$ cat src/sv/kcri_pkg.sv
// ----------------------------------------------------------------------------
// kcri_pkg
// Shared types and constants of the keyframe color ramp interpolator.
// ----------------------------------------------------------------------------
package kcri_pkg;

    localparam int TIME_W   = 17;
    localparam int COLOR_W  = 64;
    localparam int BLUR_W   = 16;
    localparam int NUM_CH   = 9;
    localparam int LANE_W   = 16;
    localparam int DIV_STEPS = 16;

    localparam logic [TIME_W-1:0] ONE_DAY = 17'h10000;

    // command field codes
    localparam logic CMD_LOAD = 1'b0;
    localparam logic CMD_EVAL = 1'b1;

    typedef struct packed {
        logic [TIME_W-1:0]  time_point;
        logic [COLOR_W-1:0] colors;
        logic [BLUR_W-1:0]  blur;
        logic [3:0]         slot;
    } key_item_t;

    typedef struct packed {
        logic [7:0]  diffuse_red;
        logic [7:0]  diffuse_green;
        logic [7:0]  diffuse_blue;
        logic [7:0]  intensity;
        logic [7:0]  ambient_red;
        logic [7:0]  ambient_green;
        logic [7:0]  ambient_blue;
        logic [7:0]  ambient_alpha;
        logic [15:0] blur_radius;
    } result_t;

    // controller -> datapath
    typedef struct packed {
        logic load_we;   // write the item into its slot
        logic start;     // latch the day time of an evaluate item
        logic scan_rd;   // read key time at the scan index
        logic hi_rd;     // settle upper key, read its time
        logic hi_cap;    // capture upper time, read lower colors
        logic div_init;  // set up divider, read upper colors
        logic div_step;  // one restoring divide step
        logic mul;       // lane products
        logic load_out;  // result into output register
    } cmd_t;

    // datapath -> controller
    typedef struct packed {
        logic div_last;
    } status_t;

    function automatic logic [TIME_W-1:0] sat_time(input logic [TIME_W-1:0] t);
        sat_time = (t > ONE_DAY) ? ONE_DAY : t;
    endfunction

endpackage

$ cat src/sv/kcri_ctrl.sv
// ----------------------------------------------------------------------------
// kcri_ctrl
// Sequencer: handshakes, key count register, scan counter and item flow.
// ----------------------------------------------------------------------------
module kcri_ctrl #(
    parameter int MAX_KEYS = 16
) (
    input  logic                                 clk,
    input  logic                                 rst_n,
    input  logic                                 in_valid,
    output logic                                 in_ready,
    input  logic                                 command,
    output logic                                 out_valid,
    input  logic                                 out_ready,
    input  logic                                 cfg_write,
    input  logic [4:0]                           cfg_data,
    output kcri_pkg::cmd_t                       cmd,
    input  kcri_pkg::status_t                    st,
    output logic [$clog2(MAX_KEYS)-1:0]          scan_idx,
    output logic [$clog2(MAX_KEYS+1)-1:0]        key_n
);
    import kcri_pkg::*;

    localparam int IDX_W = $clog2(MAX_KEYS);
    localparam int CNT_W = $clog2(MAX_KEYS + 1);

    typedef enum logic [3:0] {
        S_IDLE,
        S_SCAN,
        S_DRAIN,
        S_HI_RD,
        S_HI_CAP,
        S_DIV_SETUP,
        S_DIV,
        S_MUL,
        S_OUT
    } state_t;

    state_t           state_reg, state_next;
    logic [4:0]       key_count_reg;
    logic [CNT_W-1:0] n_reg, n_sel;
    logic [CNT_W-1:0] cnt_reg, cnt_next;
    logic             out_valid_reg, out_valid_next;
    logic             accept;

    assign in_ready  = (state_reg == S_IDLE);
    assign accept    = in_valid && in_ready;
    assign out_valid = out_valid_reg;
    assign scan_idx  = cnt_reg[IDX_W-1:0];
    assign key_n     = n_reg;

    // count zero acts as one, count past the table saturates
    always_comb
    begin
        if (key_count_reg == 5'd0)
            n_sel = CNT_W'(1);
        else if (32'(key_count_reg) > MAX_KEYS)
            n_sel = CNT_W'(MAX_KEYS);
        else
            n_sel = CNT_W'(key_count_reg);
    end

    always_comb
    begin
        state_next     = state_reg;
        cnt_next       = cnt_reg;
        out_valid_next = out_valid_reg;
        cmd            = '0;
        if (out_valid_reg && out_ready)
            out_valid_next = 1'b0;
        case (state_reg)
            S_IDLE:
            begin
                if (accept)
                begin
                    if (command == CMD_EVAL)
                    begin
                        cmd.start  = 1'b1;
                        cnt_next   = '0;
                        state_next = S_SCAN;
                    end
                    else
                    begin
                        cmd.load_we = 1'b1;
                    end
                end
            end
            S_SCAN:
            begin
                cmd.scan_rd = 1'b1;
                cnt_next    = cnt_reg + CNT_W'(1);
                if (cnt_reg == n_reg - CNT_W'(1))
                    state_next = S_DRAIN;
            end
            S_DRAIN:     state_next = S_HI_RD;
            S_HI_RD:
            begin
                cmd.hi_rd  = 1'b1;
                state_next = S_HI_CAP;
            end
            S_HI_CAP:
            begin
                cmd.hi_cap = 1'b1;
                state_next = S_DIV_SETUP;
            end
            S_DIV_SETUP:
            begin
                cmd.div_init = 1'b1;
                state_next   = S_DIV;
            end
            S_DIV:
            begin
                cmd.div_step = 1'b1;
                if (st.div_last)
                    state_next = S_MUL;
            end
            S_MUL:
            begin
                cmd.mul    = 1'b1;
                state_next = S_OUT;
            end
            S_OUT:
            begin
                // hold here while the previous result is still unclaimed
                if (!out_valid_reg || out_ready)
                begin
                    cmd.load_out   = 1'b1;
                    out_valid_next = 1'b1;
                    state_next     = S_IDLE;
                end
            end
            default:     state_next = S_IDLE;
        endcase
    end

    always_ff @(posedge clk or negedge rst_n)
    begin
        if (!rst_n)
        begin
            state_reg     <= S_IDLE;
            key_count_reg <= 5'd1;
            n_reg         <= CNT_W'(1);
            cnt_reg       <= '0;
            out_valid_reg <= 1'b0;
        end
        else
        begin
            state_reg     <= state_next;
            cnt_reg       <= cnt_next;
            out_valid_reg <= out_valid_next;
            if (cmd.start)
                n_reg <= n_sel;
            if (cfg_write)
                key_count_reg <= cfg_data;
        end
    end

endmodule

$ cat config.mk
export PLATFORM = sky130hd
export DESIGN_NAME = kcri_ctrl
export DESIGN_NICKNAME = d
export VERILOG_FILES = /design/src/sv/kcri_pkg.sv /design/src/sv/kcri_ctrl.sv
export SDC_FILE = /design/constraint.sdc
export NUM_CORES = 1
export LEC_CHECK = 0
export ABC_AREA = 1
export BUFFER_PORTS_ARGS = -buffer_cell sky130_fd_sc_hd__buf_4
export CORE_ASPECT_RATIO = 0.7
export CORE_UTILIZATION = 45
export CTS_CLUSTER_SIZE = 30
export DETAILED_ROUTE_END_ITERATION = 6
export PLACE_DENSITY = 0.79
export SYNTH_ARGS = -nofsm -noshare
export SYNTH_HDL_FRONTEND = slang
export SYNTH_SLANG_ARGS = --single-unit
export TNS_END_PERCENT = 50
$ cat constraint.sdc
create_clock -name clk -period 3.2 [get_ports clk]
set_clock_uncertainty 0.05 [all_clocks]
set_input_delay 0.48 -clock clk [delete_from_list [all_inputs] [get_ports clk]]
set_output_delay 0.48 -clock clk [all_outputs]
set_load 0.005 [all_outputs]
# Yosys cells after proc, flatten, opt, wreduce, memory -nomap -nowiden
# Cells that the tools add are included.
[word_totals]
output_inout_bits = 20
inputBits = 12
regBits = 20
word_cells = 57
[op_classes]
n_lt_le_gt_ge = 1
n_eq_ne = 14
mux = 26
n_reduce_logical = 9
addsub = 2
[ops]
columns = ["op", "count"]
rows = [
  ["4-bit case mux with 9 select lines", 1],
  ["4-bit 2-to-1 mux", 5],
  ["5-bit 2-to-1 mux", 4],
  ["4-bit by 3-bit equality test with 1-bit output (second input constant)", 4],
  ["1-bit 2-to-1 mux", 13],
  ["5-bit case mux with 2 select lines", 1],
  ["4-bit by 2-bit equality test with 1-bit output (second input constant)", 2],
  ["2-bit inequality test (second input constant)", 3],
  ["5-bit by 1-bit adder with 5-bit output (second input constant)", 1],
  ["5-bit equality test", 1],
  ["5-bit greater-than comparator (second input constant)", 1],
  ["5-bit zero test", 1],
  ["5-bit AND reduction", 1],
  ["5-bit by 1-bit subtractor with 5-bit output (second input constant)", 1],
  ["4-bit by 1-bit equality test with 1-bit output (second input constant)", 1],
  ["4-bit equality test (second input constant)", 1],
  ["4-bit zero test", 1],
  ["2-bit 2-to-1 mux", 2],
  ["2-bit by 1-bit inequality test with 1-bit output (second input constant)", 2],
  ["3-bit AND reduction", 1],
  ["1-bit logical AND", 2],
  ["2-bit nonzero test", 1],
  ["1-bit zero test", 1],
  ["1-bit logical OR", 1],
]

# Longest topological paths before layout
[logic_depth]
depth_word = 4
ltp_mapped = 12
depth_no_buf = 12

# Least setup slack after synthesis
# OpenSTA, ideal clock, no wires.
[synth_path]
path_type = "register to register"
start = "reg n_reg[0], in the netlist key_n[0]"
end = "reg state_reg[1]"
n_path_buf = 0
path_slack_ns = 1.657
setup_ns = 0.066
path_stages_with_launch = 13
period_less_slack_ns = 1.543
required_time_ns = 3.084
arrival_ns = 1.427
cell_sequence = "dfstp_2 > inv_1 > ha_1 > inv_1 > nand2_1 > nand2_1 > nor2_1 > nand2_1 > nor2_1 > nand2_1 > nand2_1 > nand3_1 > nand2_1"
[synth_between]
elab_chain_len = 4
[synth_rtl]
columns = ["element", "line", "source"]
rows = [
  ["from (decl)", "kcri_ctrl.sv:41", "logic [CNT_W-1:0] n_reg, n_sel;"],
  ["from (signal assigned)", "kcri_ctrl.sv:152", "n_reg <= n_sel;"],
  ["5-bit by 1-bit subtractor with 5-bit output", "kcri_ctrl.sv:92", "if (cnt_reg == n_reg - CNT_W'(1))"],
  ["5-bit equality test", "kcri_ctrl.sv:92", ""],
  ["2-bit inequality test (no source line)", "-", ""],
  ["5-bit AND reduction (no source line)", "-", ""],
  ["to (signal assigned)", "kcri_ctrl.sv:148", "state_reg <= state_next;"],
  ["to (decl)", "kcri_ctrl.sv:39", "state_t state_reg, state_next;"],
]
# No other way between the ends.
# A chain may end at the register's enable or synchronous reset.

==> flow_summary.ini <==
[run_status]
status = finished clean

[power]
p_leak_uw = 0.0007960
total_power_uw = 1325
peakVddDrop_mv = 0.3927
p_per_area_nw_per_um2 = 916.4

[placed_design]
port_buffers = 31
dp_hpwl_um = 2010
gp_congestion = 0.8162
dp_slack_ns = 1.504
placed_area_um2 = 1384

[cts]
htree_levels = 1
root_buffer = clkbuf_4
cts_buffer_depth = 2
post-cts-setup-buffers = 0
path_clk_slew_ns = 0.12
hold_buffers = 1
ctsResizeCount = 0
clock_sinks = 20
cts_tree = done
cts_buffers = 3
clkLatencyLatePin_ns = 0.31

[logic_synthesis]
synth_seq_cells = 20
syn_area_um2 = 1145
synth_cell_types = 26
yosysWarnings = 0
seq_area_frac_synth_pct = 43.93
synth_edf_count = 0
async_flop_share_pct = 100.0
syn_avg_cell_area_um2 = 7.483
yosysTopAreaCellShare_pct = 39.34
synth_top_flop_cell = dfrtp_1
synth.area.top_cells = dfrtp_1 39%, nand2_1 12%, inv_1 8.9%
yosysTopAreaCell = dfrtp_1
synth_fp_nets = 167
syn_inst = 153

[cells_and_area]
layout_commonest_cell = nand2_1
diodes = 0
syn2layout_area_growth_pct = 26.34
design_area_um2 = 1446
fin_util_pct = 63.52
final_cell_mix = 38 x nand2_1, 31 x buf_4, 27 x inv_1, 18 x dfrtp_1, 17 x nor2_1
drive_gt1_share_pct = 24.46
fin_nets = 199
fillers = 205

[route]
drtIter0Drc = 46
remaining_drc_errors = 0
wire_per_inst_um = 11.69
route.vias.total = 1067
ant_nets = 0
vias_per_cell = 4.940
drt_wl_total_um = 2525
drtPass1Iterations = 4

[sta]
setup_violations = 0
fin_crit_sh_pct = 64.40
tightest_slew_ns = 0.2732
max_slew_margin_pct = 81.74
fin_setup_tns_ns = 0
max_freq_ghz = 0.4853
slew_violations = 0
fin_ws_ns = 1.139
hold_violations = 0
fin_crit_ns = 2.061
rsz0062_at_grt = false

[die]
boundaryPins = 32
fp.dieW_um = 62.29
num_rows = 14
core_um2 = 2277
fp.dieH_um = 44.20
initial_core_util_pct = 50.27
die_area_um2 = 2753

[grt]
grt_pass1_wl_um = 4146
grt_max_degree = 21
grt_use_met1_pct = 25.81
busiest_layer = met2
met2_usage_pct = 33.19
met3_usage_pct = 5.155
grt_pass1_vias = 948
grt_usage_pct = 19.60
grt_overflow = 0
antenna_found_initial = 0

[setup_path]
startpoint_type = flip-flop
worstSetupEndpoint = cmd[7]
cp.arrival_ns = 1.53
critPathKind = flip-flop to primary output
r2r_cells = 12
critPathMaxFanout = 7
reg2reg_to = state_reg[1]
critPathLaunch = state_reg[0]
cp-end-kind = primary output
r2r-start = key_n[0]
regToRegSetupSlack_ns = 1.53
cp.required_ns = 2.67

[job]
max_cap_viol_count = 0

[hold_path]
min_from = out_ready
hold_class = input port to flip-flop
==> cell type report <==
| class | instances | area, um2 | area share (%) |
|---|---|---|---|
| Clock buffer | 3 | 22.52 | 1.557 |
| Clock inverter | 1 | 30.03 | 2.076 |
| Inverter | 29 | 108.9 | 7.526 |
| Multi-Input combinational cell | 99 | 499.2 | 34.52 |
| Sequential cell | 20 | 503.0 | 34.77 |
| Tap cell | 32 | 40.04 | 2.768 |
| Timing Repair Buffer | 32 | 242.7 | 16.78 |
==> worst max-delay path, cell delays in order (launching register included) <==
cell and delay (ns):
dfrtp_1 0.45, nor2_1 0.19, nand2_1 0.13, nor2_2 0.12, inv_2 0.07, nor2_8 0.14, buf_4 0.13
==> through the flow <==
| stage | hold WS (ns) | instances |
|---|---|---|
| 4_1_cts | 0.3082 | 216 |
| 6_report | 0.3128 | 216 |
| 3_5_place_dp | 0.3284 | 211 |
| 5_1_grt | 0.3008 | 216 |
| 3_3_place_gp | 0.3200 | 211 |
| 2_1_floorplan | 0.1344 | 153 |
==> Yosys cell counts (2+ instances only) <==
| master | n |
|---|---|
| xor2_1 | 2 |
| nor2_1 | 17 |
| nor3_1 | 2 |
| a21oi_1 | 2 |
| nor2_2 | 2 |
| o21ai_1 | 4 |
| o22ai_1 | 5 |
| o21ai_0 | 7 |
| dfrtp_1 | 18 |
| buf_4 | 4 |
| ha_1 | 2 |
| nand3_1 | 9 |
| inv_1 | 27 |
| nand2_1 | 38 |
| dfstp_2 | 2 |
| inv_2 | 2 |
==> worst min-delay path by stage <==
stage | endpoint | slack (ns) | depth (start not counted)
6_report | out_valid | 0.31 | 2
4_1_cts | out_valid | 0.31 | 2
5_1_grt | out_valid | 0.30 | 2
3_3_place_gp | cnt_reg[4] | 0.32 | 1
2_1_floorplan | cnt_reg[0] | 0.13 | 0
3_5_place_dp | cnt_reg[2] | 0.33 | 1
==> cell families after synthesis <==
family | after synthesis | synth area share, %
XOR/XNOR | 3 | 2.296
adder cells (fa/ha/maj) | 2 | 2.185
multiplexers | 1 | 0.9835
buffers and inverters | 34 | 12.46
flip-flops | 20 | 43.93
AND/OR/NAND/NOR | 71 | 27.21
AO/OA/AOI/OAI | 22 | 10.93
==> report_power, final <==
part           leakage (uW)  switching (uW)  total, uW  internal [uW]
logic              0.000517             377        681            304
clock network     0.0000279            80.5        207            127
registers          0.000251            95.2        437            342
total              0.000796             553       1330            773
==> routing by layer <==
layer | wire (um) | share of wire (%)
met4 | 28 | 1.1
met1 | 1210 | 48
met2 | 1160 | 46
met5 | 0 | 0
met3 | 125 | 5.0
Note: power is estimated with default switching activity, not from simulation.
